### config.mk
export PLATFORM = sky130hd
export DESIGN_NAME = c_like_lexer_flat
export DESIGN_NICKNAME = d
export VERILOG_FILES = /design/src/design/cll_pkg.sv /design/src/design/cll_if.sv /design/src/design/c_like_lexer.sv /design/src/design/cll_step.sv /design/src/flat_wrapper.sv
export VERILOG_INCLUDE_DIRS = /design/src /design/src/design
export SDC_FILE = /design/constraint.sdc
export NUM_CORES = 2
export LEC_CHECK = 0
export ABC_AREA = 0
export ABC_CLOCK_PERIOD_IN_PS = 21700
export BUFFER_PORTS_ARGS = -buffer_cell sky130_fd_sc_hd__buf_4
export CAP_MARGIN = 30
export CORE_UTILIZATION = 53
export DETAILED_ROUTE_END_ITERATION = 7
export PLACE_DENSITY = 0.74
export SKIP_CTS_REPAIR_TIMING = 1
export SLEW_MARGIN = 20
export SYNTH_ARGS = -nofsm -noshare
export SYNTH_HDL_FRONTEND = slang
export SYNTH_SLANG_ARGS = --single-unit
### constraint.sdc
create_clock -name clk -period 21.7 [get_ports clk]
set_input_delay 2.17 -clock clk [delete_from_list [all_inputs] [get_ports clk]]
set_output_delay 2.17 -clock clk [all_outputs]
set_load 0.02 [all_outputs]
### src/design/assert_macros.svh
// Assertion macros shared by the lexer RTL
`ifndef ASSERT_MACROS_SVH
`define ASSERT_MACROS_SVH

// Implication checked on every rising clock edge outside reset
`define ASSERT_IMPLY(label, clk, rst_n, pre, post, msg) \
    label: assert property (@(posedge clk) disable iff (!rst_n) (pre) |-> (post)) \
        else $error(msg);

// Next-cycle implication
`define ASSERT_NEXT(label, clk, rst_n, pre, post, msg) \
    label: assert property (@(posedge clk) disable iff (!rst_n) (pre) |=> (post)) \
        else $error(msg);

`endif

### src/design/cll_pkg.sv
// ----------------------------------------------------------------------------
// cll_pkg
// Types, token codes and character helpers for the streaming lexer.
// ----------------------------------------------------------------------------
`default_nettype none
package cll_pkg;

    localparam int OFFSET_BITS_DEF = 24;
    localparam int SPAN_W          = 24;
    localparam int VAL_W           = 63;
    localparam int KIND_W          = 6;

    typedef enum logic [3:0] {
        M_IDLE, M_IDENT, M_AT, M_BUILTIN, M_STRING, M_ZERO, M_ZERO_X,
        M_HEX, M_DEC, M_FLOAT, M_OP, M_SHIFT
    } lex_mode_t;

    typedef enum logic [5:0] {
        K_ERROR, K_IDENT, K_BUILTIN, K_STRING, K_INT, K_FLOAT,
        K_LCURLY, K_RCURLY, K_LBRACKET, K_RBRACKET, K_LPAREN, K_RPAREN,
        K_ADD, K_SUB, K_MUL, K_DIV, K_MOD, K_ADDADD, K_SUBSUB,
        K_BITOR, K_BITXOR, K_BITAND, K_BITNOT, K_LSHIFT, K_RSHIFT,
        K_DOT, K_COMMA, K_QUESTION, K_COLON, K_SEMICOLON, K_NOT, K_ASSIGN,
        K_EQ, K_NOTEQ, K_LESS, K_LESSEQ, K_GREATER, K_GREATEREQ,
        K_ADD_ASSIGN, K_SUB_ASSIGN, K_MUL_ASSIGN, K_DIV_ASSIGN, K_MOD_ASSIGN,
        K_BITAND_ASSIGN, K_BITOR_ASSIGN, K_BITXOR_ASSIGN, K_BITNOT_ASSIGN,
        K_LSHIFT_ASSIGN, K_RSHIFT_ASSIGN, K_AND, K_OR, K_EOF
    } kind_t;

    typedef enum logic [1:0] {
        E_NONE    = 2'd0,
        E_UNCLOSED = 2'd1,
        E_UNKNOWN = 2'd2
    } err_t;

    typedef struct packed {
        logic [KIND_W-1:0] token_kind;
        logic [SPAN_W-1:0] start_offset;
        logic [SPAN_W-1:0] span_length;
        logic [VAL_W-1:0]  int_value;
        logic [1:0]        error_kind;
        logic [7:0]        bad_char;
        logic              last_of_run;
    } token_t;

    typedef struct packed {
        logic [7:0] text_byte;
        logic       end_of_text;
    } text_t;

    localparam logic [VAL_W-1:0] VALUE_MAX = {VAL_W{1'b1}};
    localparam logic [7:0] CH_AT    = 8'h40;
    localparam logic [7:0] CH_QUOTE = 8'h22;
    localparam logic [7:0] CH_X     = 8'h78;
    localparam logic [7:0] CH_EQ    = 8'h3D;
    localparam logic [7:0] CH_LT    = 8'h3C;
    localparam logic [7:0] CH_DOT   = 8'h2E;

    function automatic logic is_alpha(input logic [7:0] c);
        return (c >= 8'h61 && c <= 8'h7A) || (c >= 8'h41 && c <= 8'h5A) || c == 8'h5F;
    endfunction

    function automatic logic is_digit(input logic [7:0] c);
        return c >= 8'h30 && c <= 8'h39;
    endfunction

    function automatic logic is_hex(input logic [7:0] c);
        return is_digit(c) || (c >= 8'h61 && c <= 8'h66) || (c >= 8'h41 && c <= 8'h46);
    endfunction

    function automatic logic [3:0] hex_val(input logic [7:0] c);
        logic [7:0] d;
        if (is_digit(c)) d = c - 8'h30;
        else if (c >= 8'h61) d = c - 8'h57;
        else d = c - 8'h37;
        return d[3:0];
    endfunction

    function automatic logic is_op(input logic [7:0] c);
        case (c)
            "=", "+", "-", "*", "/", "%", "|", "&", "^", "~", "!", "<", ">": return 1'b1;
            default: return 1'b0;
        endcase
    endfunction

    // Kind of a bracket or punctuation byte, K_ERROR if none
    function automatic kind_t punct_kind(input logic [7:0] c);
        case (c)
            "{": return K_LCURLY;    "}": return K_RCURLY;
            "[": return K_LBRACKET;  "]": return K_RBRACKET;
            "(": return K_LPAREN;    ")": return K_RPAREN;
            ":": return K_COLON;     ";": return K_SEMICOLON;
            ".": return K_DOT;       ",": return K_COMMA;
            "?": return K_QUESTION;
            default: return K_ERROR;
        endcase
    endfunction

    function automatic kind_t single_kind(input logic [7:0] op);
        case (op)
            "=": return K_ASSIGN;  "+": return K_ADD;    "-": return K_SUB;
            "*": return K_MUL;     "/": return K_DIV;    "%": return K_MOD;
            "|": return K_BITOR;   "&": return K_BITAND; "^": return K_BITXOR;
            "~": return K_BITNOT;  "!": return K_NOT;    "<": return K_LESS;
            default: return K_GREATER;
        endcase
    endfunction

    function automatic kind_t assign_kind(input logic [7:0] op);
        case (op)
            "=": return K_EQ;            "+": return K_ADD_ASSIGN;
            "-": return K_SUB_ASSIGN;    "*": return K_MUL_ASSIGN;
            "/": return K_DIV_ASSIGN;    "%": return K_MOD_ASSIGN;
            "|": return K_BITOR_ASSIGN;  "&": return K_BITAND_ASSIGN;
            "^": return K_BITXOR_ASSIGN; "~": return K_BITNOT_ASSIGN;
            "!": return K_NOTEQ;         "<": return K_LESSEQ;
            default: return K_GREATEREQ;
        endcase
    endfunction

endpackage
`default_nettype wire

### src/design/cll_if.sv
// ----------------------------------------------------------------------------
// cll_if
// Valid/ready channel carrying one payload beat.
// ----------------------------------------------------------------------------
`default_nettype none
interface cll_if #(
    parameter type payload_t = logic
);
    logic     valid;
    logic     ready;
    payload_t data;

    modport source (output valid, output data, input ready);
    modport sink   (input valid, input data, output ready);
endinterface
`default_nettype wire

### src/design/c_like_lexer.sv
// ----------------------------------------------------------------------------
// c_like_lexer
// Streaming tokenizer: one source byte per beat, up to three tokens out.
// ----------------------------------------------------------------------------
// The lexer takes one text beat per clock when its token queue has room for
// the three tokens a beat can produce at most; each beat's state update is
// combinational classification logic, so a steady stream runs at one byte
// per cycle as long as the sink takes tokens about as fast as they arise.
// Tokens leave through a four-entry register queue, one token per cycle
// while the sink is ready; a beat's two or three tokens leave one by one.
`default_nettype none
module c_like_lexer
    import cll_pkg::*;
#(
    parameter int OFFSET_BITS = OFFSET_BITS_DEF
) (
    input wire logic clk,
    input wire logic rst_n,
    cll_if.sink      text_in,
    cll_if.source    token_out
);
`include "assert_macros.svh"

    localparam int QD = 4;

    lex_mode_t              mode_reg, mode_next;
    logic [7:0]             held_reg, held_next;
    logic [OFFSET_BITS-1:0] boff_reg, boff_next;
    logic [OFFSET_BITS-1:0] tstart_reg, tstart_next;
    logic [SPAN_W-1:0]      tspan_reg, tspan_next;
    logic [VAL_W-1:0]       acc_reg, acc_next;
    token_t                 tok [3];
    logic [1:0]             cnt;
    text_t                  beat;

    token_t     q_reg [QD];
    logic [1:0] rd_reg, wr_reg;
    logic [2:0] fill_reg;
    logic       take, pop;

    assign beat = text_in.data;

    cll_step #(.OFFSET_BITS(OFFSET_BITS)) u_step (
        .c(beat.text_byte), .eot(beat.end_of_text), .mode(mode_reg), .held(held_reg),
        .boff(boff_reg), .tstart(tstart_reg), .tspan(tspan_reg), .acc(acc_reg),
        .mode_next(mode_next), .held_next(held_next), .boff_next(boff_next),
        .tstart_next(tstart_next), .tspan_next(tspan_next), .acc_next(acc_next),
        .tok(tok), .count(cnt)
    );

    // Accept when three free slots remain after this cycle's pop
    assign text_in.ready   = (fill_reg <= 3'd1) || (fill_reg == 3'd2 && pop);
    assign take            = text_in.valid && text_in.ready;
    assign token_out.valid = fill_reg != 3'd0;
    assign token_out.data  = q_reg[rd_reg];
    assign pop             = token_out.valid && token_out.ready;

    // Lexer state
    always_ff @(posedge clk or negedge rst_n)
    begin
        if (!rst_n)
        begin
            mode_reg   <= M_IDLE;
            held_reg   <= '0;
            boff_reg   <= '0;
            tstart_reg <= '0;
            tspan_reg  <= '0;
            acc_reg    <= '0;
        end
        else if (take)
        begin
            mode_reg   <= mode_next;
            held_reg   <= held_next;
            boff_reg   <= boff_next;
            tstart_reg <= tstart_next;
            tspan_reg  <= tspan_next;
            acc_reg    <= acc_next;
        end
    end

    // Token queue pointers
    always_ff @(posedge clk or negedge rst_n)
    begin
        if (!rst_n)
        begin
            rd_reg   <= '0;
            wr_reg   <= '0;
            fill_reg <= '0;
        end
        else
        begin
            if (pop) rd_reg <= rd_reg + 2'd1;
            if (take) wr_reg <= wr_reg + cnt;
            fill_reg <= fill_reg + (take ? {1'b0, cnt} : 3'd0) - (pop ? 3'd1 : 3'd0);
        end
    end

    // Token queue storage
    always_ff @(posedge clk)
    begin
        if (take)
        begin
            for (int i = 0; i < 3; i++)
            begin
                if (2'(i) < cnt) q_reg[wr_reg + 2'(i)] <= tok[i];
            end
        end
    end

    `ASSERT_IMPLY(a_fill_max, clk, rst_n, 1'b1, fill_reg <= 3'd4, "queue overflow")
    `ASSERT_IMPLY(a_eot_emits, clk, rst_n, take && beat.end_of_text, cnt != 2'd0,
                  "end of text without EOF token")
    `ASSERT_NEXT(a_eot_clears, clk, rst_n, take && beat.end_of_text,
                 mode_reg == M_IDLE && boff_reg == '0, "state not cleared after end")

endmodule
`default_nettype wire

### src/design/cll_step.sv
// ----------------------------------------------------------------------------
// cll_step
// One byte of lexing: next state and up to three tokens from the current state.
// ----------------------------------------------------------------------------
`default_nettype none
module cll_step
    import cll_pkg::*;
#(
    parameter int OFFSET_BITS = OFFSET_BITS_DEF
) (
    input  wire logic [7:0]             c,
    input  wire logic                   eot,
    input  wire lex_mode_t              mode,
    input  wire logic [7:0]             held,
    input  wire logic [OFFSET_BITS-1:0] boff,
    input  wire logic [OFFSET_BITS-1:0] tstart,
    input  wire logic [SPAN_W-1:0]      tspan,
    input  wire logic [VAL_W-1:0]       acc,
    output lex_mode_t                   mode_next,
    output logic [7:0]                  held_next,
    output logic [OFFSET_BITS-1:0]      boff_next,
    output logic [OFFSET_BITS-1:0]      tstart_next,
    output logic [SPAN_W-1:0]           tspan_next,
    output logic [VAL_W-1:0]            acc_next,
    output token_t                      tok [3],
    output logic [1:0]                  count
);

    localparam logic [OFFSET_BITS-1:0] OFF_MAX = {OFFSET_BITS{1'b1}};

    function automatic logic [SPAN_W-1:0] clip(input logic [OFFSET_BITS-1:0] v);
        logic [OFFSET_BITS+SPAN_W-1:0] w;
        w = {{SPAN_W{1'b0}}, v};
        if (w > {{OFFSET_BITS{1'b0}}, {SPAN_W{1'b1}}}) return {SPAN_W{1'b1}};
        return w[SPAN_W-1:0];
    endfunction

    function automatic token_t mk(input kind_t k, input logic [OFFSET_BITS-1:0] s,
                                  input logic [SPAN_W-1:0] sp, input logic [VAL_W-1:0] v,
                                  input err_t e, input logic [7:0] b);
        token_t t;
        t.token_kind   = k;
        t.start_offset = clip(s);
        t.span_length  = sp;
        t.int_value    = v;
        t.error_kind   = e;
        t.bad_char     = b;
        t.last_of_run  = 1'b0;
        return t;
    endfunction

    // Saturating digit accumulate: base 10 uses shift-add, base 16 a shift
    logic [VAL_W+4:0] mul10, mul16;
    logic [VAL_W+4:0] sum10, sum16;
    logic [VAL_W-1:0] dec_acc, hex_acc;
    logic [3:0]       dval;
    assign dval   = hex_val(c);
    assign mul10  = ({5'd0, acc} << 3) + ({5'd0, acc} << 1);
    assign mul16  = {5'd0, acc} << 4;
    assign sum10  = mul10 + {{(VAL_W+1){1'b0}}, dval};
    assign sum16  = mul16 + {{(VAL_W+1){1'b0}}, dval};
    assign dec_acc = (sum10 > {5'd0, VALUE_MAX}) ? VALUE_MAX : sum10[VAL_W-1:0];
    assign hex_acc = (sum16 > {5'd0, VALUE_MAX}) ? VALUE_MAX : sum16[VAL_W-1:0];

    logic [SPAN_W-1:0] span_inc;
    assign span_inc = (tspan != {SPAN_W{1'b1}}) ? tspan + 1'b1 : tspan;

    logic [OFFSET_BITS-1:0] tstart_inc;
    assign tstart_inc = (tstart != OFF_MAX) ? tstart + 1'b1 : tstart;

    localparam logic [SPAN_W-1:0]      SP0 = '0;
    localparam logic [SPAN_W-1:0]      SP1 = SPAN_W'(1);
    localparam logic [VAL_W-1:0]       V0  = '0;

    // Combinational next state and tokens
    always_comb
    begin
        logic      rescan;
        kind_t     pk;
        rescan      = 1'b0;
        mode_next   = mode;
        held_next   = held;
        tstart_next = tstart;
        tspan_next  = tspan;
        acc_next    = acc;
        boff_next   = (boff != OFF_MAX) ? boff + 1'b1 : boff;
        count       = 2'd0;
        for (int i = 0; i < 3; i++)
        begin
            tok[i] = '0;
        end
        pk = punct_kind(c);

        if (eot)
        begin
            // Flush pending token, then end of file
            case (mode)
                M_IDENT:  begin tok[0] = mk(K_IDENT, tstart, tspan, V0, E_NONE, 8'd0); count = 2'd1; end
                M_BUILTIN: begin tok[0] = mk(K_BUILTIN, tstart, tspan, V0, E_NONE, 8'd0); count = 2'd1; end
                M_AT:     begin tok[0] = mk(K_ERROR, tstart, SP0, V0, E_UNKNOWN, CH_AT); count = 2'd1; end
                M_STRING: begin tok[0] = mk(K_ERROR, tstart, SP0, V0, E_UNCLOSED, 8'd0); count = 2'd1; end
                M_ZERO:   begin tok[0] = mk(K_INT, tstart, SP1, V0, E_NONE, 8'd0); count = 2'd1; end
                M_ZERO_X:
                begin
                    tok[0] = mk(K_INT, tstart, SP1, V0, E_NONE, 8'd0);
                    tok[1] = mk(K_IDENT, tstart_inc, SP1, V0, E_NONE, 8'd0);
                    count = 2'd2;
                end
                M_HEX, M_DEC:
                begin
                    tok[0] = mk(K_INT, tstart, tspan, acc, E_NONE, 8'd0); count = 2'd1;
                end
                M_FLOAT:  begin tok[0] = mk(K_FLOAT, tstart, tspan, V0, E_NONE, 8'd0); count = 2'd1; end
                M_OP:     begin tok[0] = mk(single_kind(held), tstart, SP0, V0, E_NONE, 8'd0); count = 2'd1; end
                M_SHIFT:
                begin
                    tok[0] = mk((held == CH_LT) ? K_LSHIFT : K_RSHIFT, tstart, SP0, V0,
                                E_NONE, 8'd0);
                    count = 2'd1;
                end
                default: ;
            endcase
            tok[count] = mk(K_EOF, boff, SP0, V0, E_NONE, 8'd0);
            count = count + 2'd1;
            mode_next   = M_IDLE;
            held_next   = '0;
            boff_next   = '0;
            tstart_next = '0;
            tspan_next  = '0;
            acc_next    = '0;
        end
        else
        begin
            // Stage one: continue or finish the pending token
            case (mode)
                M_IDENT, M_BUILTIN:
                begin
                    if (is_alpha(c) || is_digit(c)) tspan_next = span_inc;
                    else
                    begin
                        tok[0] = mk((mode == M_IDENT) ? K_IDENT : K_BUILTIN, tstart, tspan,
                                    V0, E_NONE, 8'd0);
                        count = 2'd1; rescan = 1'b1;
                    end
                end
                M_AT:
                begin
                    if (is_alpha(c)) begin mode_next = M_BUILTIN; tspan_next = SP1; end
                    else
                    begin
                        tok[0] = mk(K_ERROR, tstart, SP0, V0, E_UNKNOWN, CH_AT);
                        count = 2'd1; rescan = 1'b1;
                    end
                end
                M_STRING:
                begin
                    if (c == CH_QUOTE)
                    begin
                        tok[0] = mk(K_STRING, tstart, tspan, V0, E_NONE, 8'd0);
                        count = 2'd1; mode_next = M_IDLE;
                    end
                    else tspan_next = span_inc;
                end
                M_ZERO:
                begin
                    if (c == CH_X) mode_next = M_ZERO_X;
                    else if (is_digit(c))
                    begin
                        mode_next = M_DEC; acc_next = {{(VAL_W-4){1'b0}}, dval};
                        tspan_next = SPAN_W'(2);
                    end
                    else if (c == CH_DOT) begin mode_next = M_FLOAT; tspan_next = SPAN_W'(2); end
                    else
                    begin
                        tok[0] = mk(K_INT, tstart, SP1, V0, E_NONE, 8'd0);
                        count = 2'd1; rescan = 1'b1;
                    end
                end
                M_ZERO_X:
                begin
                    if (is_hex(c))
                    begin
                        mode_next = M_HEX; acc_next = {{(VAL_W-4){1'b0}}, dval};
                        tspan_next = SP1;
                    end
                    else
                    begin
                        // "0x" with no digit: int 0, then identifier at the x
                        tok[0] = mk(K_INT, tstart, SP1, V0, E_NONE, 8'd0);
                        count = 2'd1;
                        if (is_alpha(c) || is_digit(c))
                        begin
                            mode_next = M_IDENT; tstart_next = tstart_inc;
                            tspan_next = SPAN_W'(2);
                        end
                        else
                        begin
                            tok[1] = mk(K_IDENT, tstart_inc, SP1, V0, E_NONE, 8'd0);
                            count = 2'd2; rescan = 1'b1;
                        end
                    end
                end
                M_HEX:
                begin
                    if (is_hex(c)) begin acc_next = hex_acc; tspan_next = span_inc; end
                    else
                    begin
                        tok[0] = mk(K_INT, tstart, tspan, acc, E_NONE, 8'd0);
                        count = 2'd1; rescan = 1'b1;
                    end
                end
                M_DEC:
                begin
                    if (is_digit(c)) begin acc_next = dec_acc; tspan_next = span_inc; end
                    else if (c == CH_DOT) begin mode_next = M_FLOAT; tspan_next = span_inc; end
                    else
                    begin
                        tok[0] = mk(K_INT, tstart, tspan, acc, E_NONE, 8'd0);
                        count = 2'd1; rescan = 1'b1;
                    end
                end
                M_FLOAT:
                begin
                    if (is_digit(c)) tspan_next = span_inc;
                    else
                    begin
                        tok[0] = mk(K_FLOAT, tstart, tspan, V0, E_NONE, 8'd0);
                        count = 2'd1; rescan = 1'b1;
                    end
                end
                M_OP:
                begin
                    if (c == CH_EQ)
                    begin
                        tok[0] = mk(assign_kind(held), tstart, SP0, V0, E_NONE, 8'd0);
                        count = 2'd1; mode_next = M_IDLE;
                    end
                    else if (c == held && (c == "<" || c == ">")) mode_next = M_SHIFT;
                    else if (c == held && (c == "+" || c == "-" || c == "|" || c == "&"))
                    begin
                        tok[0] = mk((c == "+") ? K_ADDADD : (c == "-") ? K_SUBSUB :
                                    (c == "|") ? K_OR : K_AND, tstart, SP0, V0, E_NONE, 8'd0);
                        count = 2'd1; mode_next = M_IDLE;
                    end
                    else
                    begin
                        tok[0] = mk(single_kind(held), tstart, SP0, V0, E_NONE, 8'd0);
                        count = 2'd1; rescan = 1'b1;
                    end
                end
                M_SHIFT:
                begin
                    if (c == CH_EQ)
                    begin
                        tok[0] = mk((held == CH_LT) ? K_LSHIFT_ASSIGN : K_RSHIFT_ASSIGN,
                                    tstart, SP0, V0, E_NONE, 8'd0);
                        count = 2'd1; mode_next = M_IDLE;
                    end
                    else
                    begin
                        tok[0] = mk((held == CH_LT) ? K_LSHIFT : K_RSHIFT, tstart, SP0, V0,
                                    E_NONE, 8'd0);
                        count = 2'd1; rescan = 1'b1;
                    end
                end
                default: rescan = 1'b1;
            endcase

            // Stage two: the byte opens a new token
            if (rescan)
            begin
                mode_next   = M_IDLE;
                tstart_next = boff;
                tspan_next  = '0;
                acc_next    = '0;
                if (c == " " || c == 8'h09 || c == 8'h0D || c == 8'h0A) mode_next = M_IDLE;
                else if (c == CH_QUOTE) mode_next = M_STRING;
                else if (pk != K_ERROR)
                begin
                    tok[count] = mk(pk, boff, SP0, V0, E_NONE, 8'd0);
                    count = count + 2'd1;
                end
                else if (is_op(c)) begin held_next = c; mode_next = M_OP; end
                else if (c == CH_AT) mode_next = M_AT;
                else if (c == "0") begin mode_next = M_ZERO; tspan_next = SP1; end
                else if (is_alpha(c)) begin mode_next = M_IDENT; tspan_next = SP1; end
                else if (is_digit(c))
                begin
                    mode_next = M_DEC; tspan_next = SP1;
                    acc_next = {{(VAL_W-4){1'b0}}, dval};
                end
                else
                begin
                    tok[count] = mk(K_ERROR, boff, SP0, V0, E_UNKNOWN, c);
                    count = count + 2'd1;
                end
            end
        end
        if (count != 2'd0) tok[count - 2'd1].last_of_run = 1'b1;
    end

endmodule
`default_nettype wire

### src/flat_wrapper.sv
// flat-port wrapper written by rule: the top's interface ports become plain ports
module c_like_lexer_flat import cll_pkg::*;
#(
    parameter int OFFSET_BITS = OFFSET_BITS_DEF
)
  (clk, rst_n, text_in_valid, text_in_data, text_in_ready, token_out_valid, token_out_data, token_out_ready);
  cll_if #(.payload_t(text_t)) text_in_i ();
  cll_if #(.payload_t(token_t)) token_out_i ();
  input wire logic clk;
  input wire logic rst_n;
  input wire logic [$bits(text_in_i.valid)-1:0] text_in_valid;
  input wire logic [$bits(text_in_i.data)-1:0] text_in_data;
  output wire logic [$bits(text_in_i.ready)-1:0] text_in_ready;
  output wire logic [$bits(token_out_i.valid)-1:0] token_out_valid;
  output wire logic [$bits(token_out_i.data)-1:0] token_out_data;
  input wire logic [$bits(token_out_i.ready)-1:0] token_out_ready;
  assign text_in_i.valid = text_in_valid;
  assign text_in_i.data = text_in_data;
  assign text_in_ready = text_in_i.ready;
  assign token_out_valid = token_out_i.valid;
  assign token_out_data = token_out_i.data;
  assign token_out_i.ready = token_out_ready;
  c_like_lexer #(.OFFSET_BITS(OFFSET_BITS)) u_core (.clk(clk), .rst_n(rst_n), .text_in(text_in_i), .token_out(token_out_i));
endmodule
* Word-level counts from Yosys, hierarchy flattened
Memories as Yosys holds them, arrays and structs flattened.
Index checks and enable logic that the tools add are counted.
** Storage, ports and cells
- Bits in registers :: 154
- Bits in latches :: 0
- Memory bits (writable) :: 512
- Bits in read-only memories :: 0
- Bits of input ports :: 13
- Output and inout bits :: 130
- Word-level logic and storage cells :: 372
- Memories :: 1
** Cells by class
- Add/sub/neg operators :: 18
- $mul :: 0
- Div/mod/pow operators :: 0
- Magnitude comparators :: 20
- Eq/ne operators :: 81
- Shift-type cells :: 0
- Mux-type cells :: 192
- Bitwise logic cells :: 3
- Reductions and logical operators :: 48
** Memory list
- u_core.q_reg :: depth 4, width 128, rd ports 1, clocked after Yosys merged registers in 0, write ports 3, line c_like_lexer.sv:36 : token_t q_reg [QD];
** Operators by type and width (number)
- 384-bit two-way mux :: 11
- 384-bit bitwise mux :: 4
- 128-bit two-way mux :: 11
- 128-bit one-hot mux with 10 select lines :: 1
- 128-bit one-hot mux with 9 select lines :: 1
- 125-bit two-way mux :: 7
- 128-bit demux with 2-bit select :: 3
- 63-bit two-way mux :: 9
- 24-bit two-way mux :: 23
- 253-bit two-way mux :: 1
- 63-bit one-hot mux with 4 select lines :: 1
- 124-bit two-way mux :: 2
- 123-bit two-way mux :: 2
- 8-bit by 6-bit == test with 1-bit output (second input constant) :: 29
- 24-bit one-hot mux with 8 select lines :: 1
- 67-bit by 4-bit adder with 68-bit output :: 2
- 68-bit by 63-bit > comparator with 1-bit output (second input constant) :: 2
- 4-bit two-way mux :: 33
- 122-bit two-way mux :: 1
- 8-bit by 7-bit == test with 1-bit output (second input constant) :: 13
- 24-bit by 1-bit adder with 24-bit output (second input constant) :: 3
- 24-bit != test (second input constant) :: 3
- 6-bit one-hot mux with 12 select lines :: 1
- 66-bit by 64-bit adder with 67-bit output :: 1
- other kinds (57) :: 197

* Depth between registers and ports, before layout
- Word-level depth :: 28
- Gate-level depth with buffers :: 26
- Depth with buffers taken out :: 21

* Cells and area by module
A second synthesis with hierarchy kept.
** Second synthesis, totals
- Cell total of the unflattened synthesis :: 5997
- Area total of the unflattened synthesis :: 50728.7 µm²
** By module, submodules not included
- c_like_lexer :: instances 1, cells an instance 3333, area an instance 34569.4 µm², sequential area each 19228.4 µm²
- cll_step :: instances 1, cells an instance 2664, area an instance 16159.2 µm², sequential area each 0.0 µm²

* Worst setup path before layout
No wires, ideal clock.
- Path kind :: input to register
- Start :: input port text_in_data[2]
- End :: memory u_core.q_reg[0][0] in the netlist's numbering (enable)
- Setup time :: 1.051 ns
- Arrival :: 19.767 ns
- Required time :: 20.649 ns
- Setup slack :: 0.882 ns
- Stages on the path :: 15
- Buffers on the path :: 2
- Cells stage by stage :: clkbuf_1 inv_1 ha_1 buf_2 or4b_1 o2111ai_1 a31oi_1 or4_1 nand4_1 nor2_1 ha_1 nand4_2 nand2_1 o21ai_0 o311ai_0
** RTL lines
- start, declared :: line flat_wrapper.sv:12 : input wire logic [$bits(text_in_i.data)-1:0] text_in_data;
- end, declared :: line c_like_lexer.sv:36

==> results.cfg <==
[status]
run_status = finished with violations
failed_checks = DRC

[sta]
worstMarginPinSlew_ns = 1.14
finalClockSkew_ns = 0.0568
final-setup-viol-count = 0
holdWs_ns = 0.504
achievable-frequency_ghz = 0.113
timing.final.max_slew_violations = 0
grt_setup_unrepaired = false
post-route-period-util_pct = 40.7
final-hold-violation-count = 0
fin_setup_tns_ns = 0
relSlewSlack_pct = 24.3
min_period_ns = 8.82
setup_slack_ns = 12.88

[floorplanning]
row_count = 100
ioPinCount = 143
die_y_um = 276
die_w_um = 276
design.core.area_sq_um = 74400
die-area_sq_um = 76300
effective_utilization_at_floorplan_pct = 53.5

[cells_and_area]
layout.cells.most_common_list = sky130_fd_sc_hd__nor2_1 (657), sky130_fd_sc_hd__edfxtp_1 (512), sky130_fd_sc_hd__nand2_1 (444)
antenna-diode-count = 0
final_nets = 4136
area_delta_synth_final_pct = 10.3
post-route-util_pct = 59.0
fill_cells = 6175
instances_no_fill = 5005
layout-drive-gt1-share_pct = 12.5
design_area_sq_um = 43900
mostFrequentLayoutCell = sky130_fd_sc_hd__nor2_1
largest_reg_flops = 512

[setup_path]
cp.buffers_inverters = 6
required_time_of_the_critical_path_ns = 21.96
path_max_fanout = 57
setup.worst_path.class = input port to flop
crit_top_cell = sky130_fd_sc_hd__buf_4
arr_time_crit_path_ns = 9.08
cp-start-kind = input port
critical_path.top_delay_family = buffers and inverters
slowest_stage = sky130_fd_sc_hd__buf_4
crit_path_cell_trace = buf_4, inv_1, ha_1, o21bai_1, a21o_1, inv_1, or4_1, nand4_1, nor2_1, ha_1, nand4_2, a2111oi_4, buf_4, and2_1, nor2_1, o21ai_4, buf_4, buf_4
crit_path_end_kind = flop
timing.critical_path.slowest_cell_delay_ns = 0.90

[place]
worst_slack_after_detailed_placement_ns = 11.77
numPortBuffers = 142
dp.final_hpwl_um = 76700
finalWeightedCongestion = 0.976
postPlaceCellArea_sq_um = 41500
placedCellCount = 4863

[routing]
num_vias = 32661
routedWlPerCell_um = 23.5
number_of_drc_markers_in_iteration_0 = 3727
drcViolationCount = 23
drtPass1Iterations = 8
drtAntennaViolNets = 0
drt-total-wl_um = 118000
vias_per_cell = 6.53

[global_routing]
grt_start_max_net_pins = 102
grt_util_met2_pct = 48.6
wire_length_of_the_first_global_routing_pass_um = 183000
globalRoute.busiestLayer = met2
globalRouteTotalUtil_pct = 30.4
globalRouteMet1Util_pct = 40.8
grt_overflow = 0
antenna_violations_before_repair = 0
grt_pass1_vias = 31751
globalRouteMet3Util_pct = 5.32

[synth]
synth-async-reset-ratio_pct = 23.1
yosys_warnings = 0
postSynthRegisterBits = 666
avgSynthCellArea_sq_um = 9.99
synth_fp_nets = 4147
syn_inst = 3986
yosys.cell_types.count = 101
yosysSeqAreaShare_pct = 48.3
syn_area_sq_um = 39800
synth-edff-count = 512
synth_flop_cell = sky130_fd_sc_hd__edfxtp_1

[pwr]
vdd.ir_drop.worst_mv = 0.138
static-leakage-power_nw = 17.3
power_density_nw_per_um2 = 108
p_total_mw = 4.74

[clock_tree]
clock_tree.root_cell = sky130_fd_sc_hd__clkbuf_16
clkTransAtPathRegs_ns = 0.06
cts_tree = yes
numClockSinks = 666
number_of_buffers_created_by_cts = 73
htree_levels = 3
clock_latency_at_the_later_pin_of_the_worst_skew_pair_ns = 0.65
clk_path_buf_depth = 3

[hold_path]
tightest_hold_check_type = flop to flop

[flow_run]
maxCapViolations = 0
-- logic make-up (layout without fill, tap and decap cells) --
kind of cell               after synthesis  count (layout)  share of synthesized area, %
and+or+nand+nor                       1562            1562                          17.3
xor gates and xnor gates               123             123                          2.70
DFF                                    666             666                          48.3
buffers and inverters                  353             403                          3.66
AOI/OAI and AO/OA                      992             992                          15.7
adders and majority gates              148             148                          4.71
muxes                                  142             142                          7.60
-- cell usage after synthesis, types with 31 or more instances --
cell type / n / share of area, %
sky130_fd_sc_hd__nand3_1: 124 / 1.6
sky130_fd_sc_hd__edfxtp_1: 512 / 39
sky130_fd_sc_hd__nand4_1: 39 / 0.61
sky130_fd_sc_hd__ha_1: 145 / 4.6
sky130_fd_sc_hd__and3_1: 35 / 0.55
sky130_fd_sc_hd__a21o_1: 35 / 0.66
sky130_fd_sc_hd__nor2_1: 659 / 6.2
sky130_fd_sc_hd__o21ai_0: 312 / 3.9
sky130_fd_sc_hd__a21oi_1: 249 / 3.1
sky130_fd_sc_hd__a22oi_1: 31 / 0.58
sky130_fd_sc_hd__nor3_1: 80 / 1.0
sky130_fd_sc_hd__mux4_2: 128 / 7.2
sky130_fd_sc_hd__dfrtp_1: 154 / 9.7
sky130_fd_sc_hd__xnor2_1: 65 / 1.4
sky130_fd_sc_hd__inv_1: 58 / 0.55
sky130_fd_sc_hd__xor2_1: 58 / 1.3
sky130_fd_sc_hd__clkbuf_1: 182 / 1.7
sky130_fd_sc_hd__buf_2: 79 / 0.99
sky130_fd_sc_hd__nand2_1: 447 / 4.2
sky130_fd_sc_hd__o211ai_1: 72 / 1.4
-- routing by layer --
layer,part of all wire (%),wire (um)
met1,40,47100
met2,47,54900
met3,8.8,10400
met4,4.4,5170
met5,0,0
-- report_power, final --
part | internal [mW] | leakage [nW] | switching (mW)
Combinational | 0.670 | 9.33 | 1.12
Sequential | 1.60 | 6.87 | 0.125
Clock | 0.680 | 1.13 | 0.541
Total | 2.95 | 17.3 | 1.79
-- final timing paths --
check | start | end | slack, ns | depth (start not counted)
worst max-delay path | text_in_data[1] | u_core.q_reg[2][57] | 12.88 | 18
worst min-delay path | u_core.fill_reg[2] | u_core.fill_reg[2] | 0.50 | 1
worst max register to register | u_core.mode_reg[1] | u_core.q_reg[2][57] | 14.02 | 15
worst min register to register | u_core.fill_reg[2] | u_core.fill_reg[2] | 0.50 | 1
max in group asynchronous | rst_n | u_core.rd_reg[1] | 19.02 | 2
min in group asynchronous | rst_n | u_core.acc_reg[16] | 1.50 | 1
-- cell type report --
class | instances | area (sq um) | area share (%)
inverters | 61 | 229 | 0.521
flip-flops and latches | 666 | 19200 | 43.8
multi-input cells | 2967 | 19300 | 43.9
clock inverters | 44 | 439 | 1.00
clock buffers | 92 | 1930 | 4.39
well taps | 969 | 1210 | 2.76
repair buffers | 206 | 1610 | 3.67
Power figures use the tool's default switching activity.
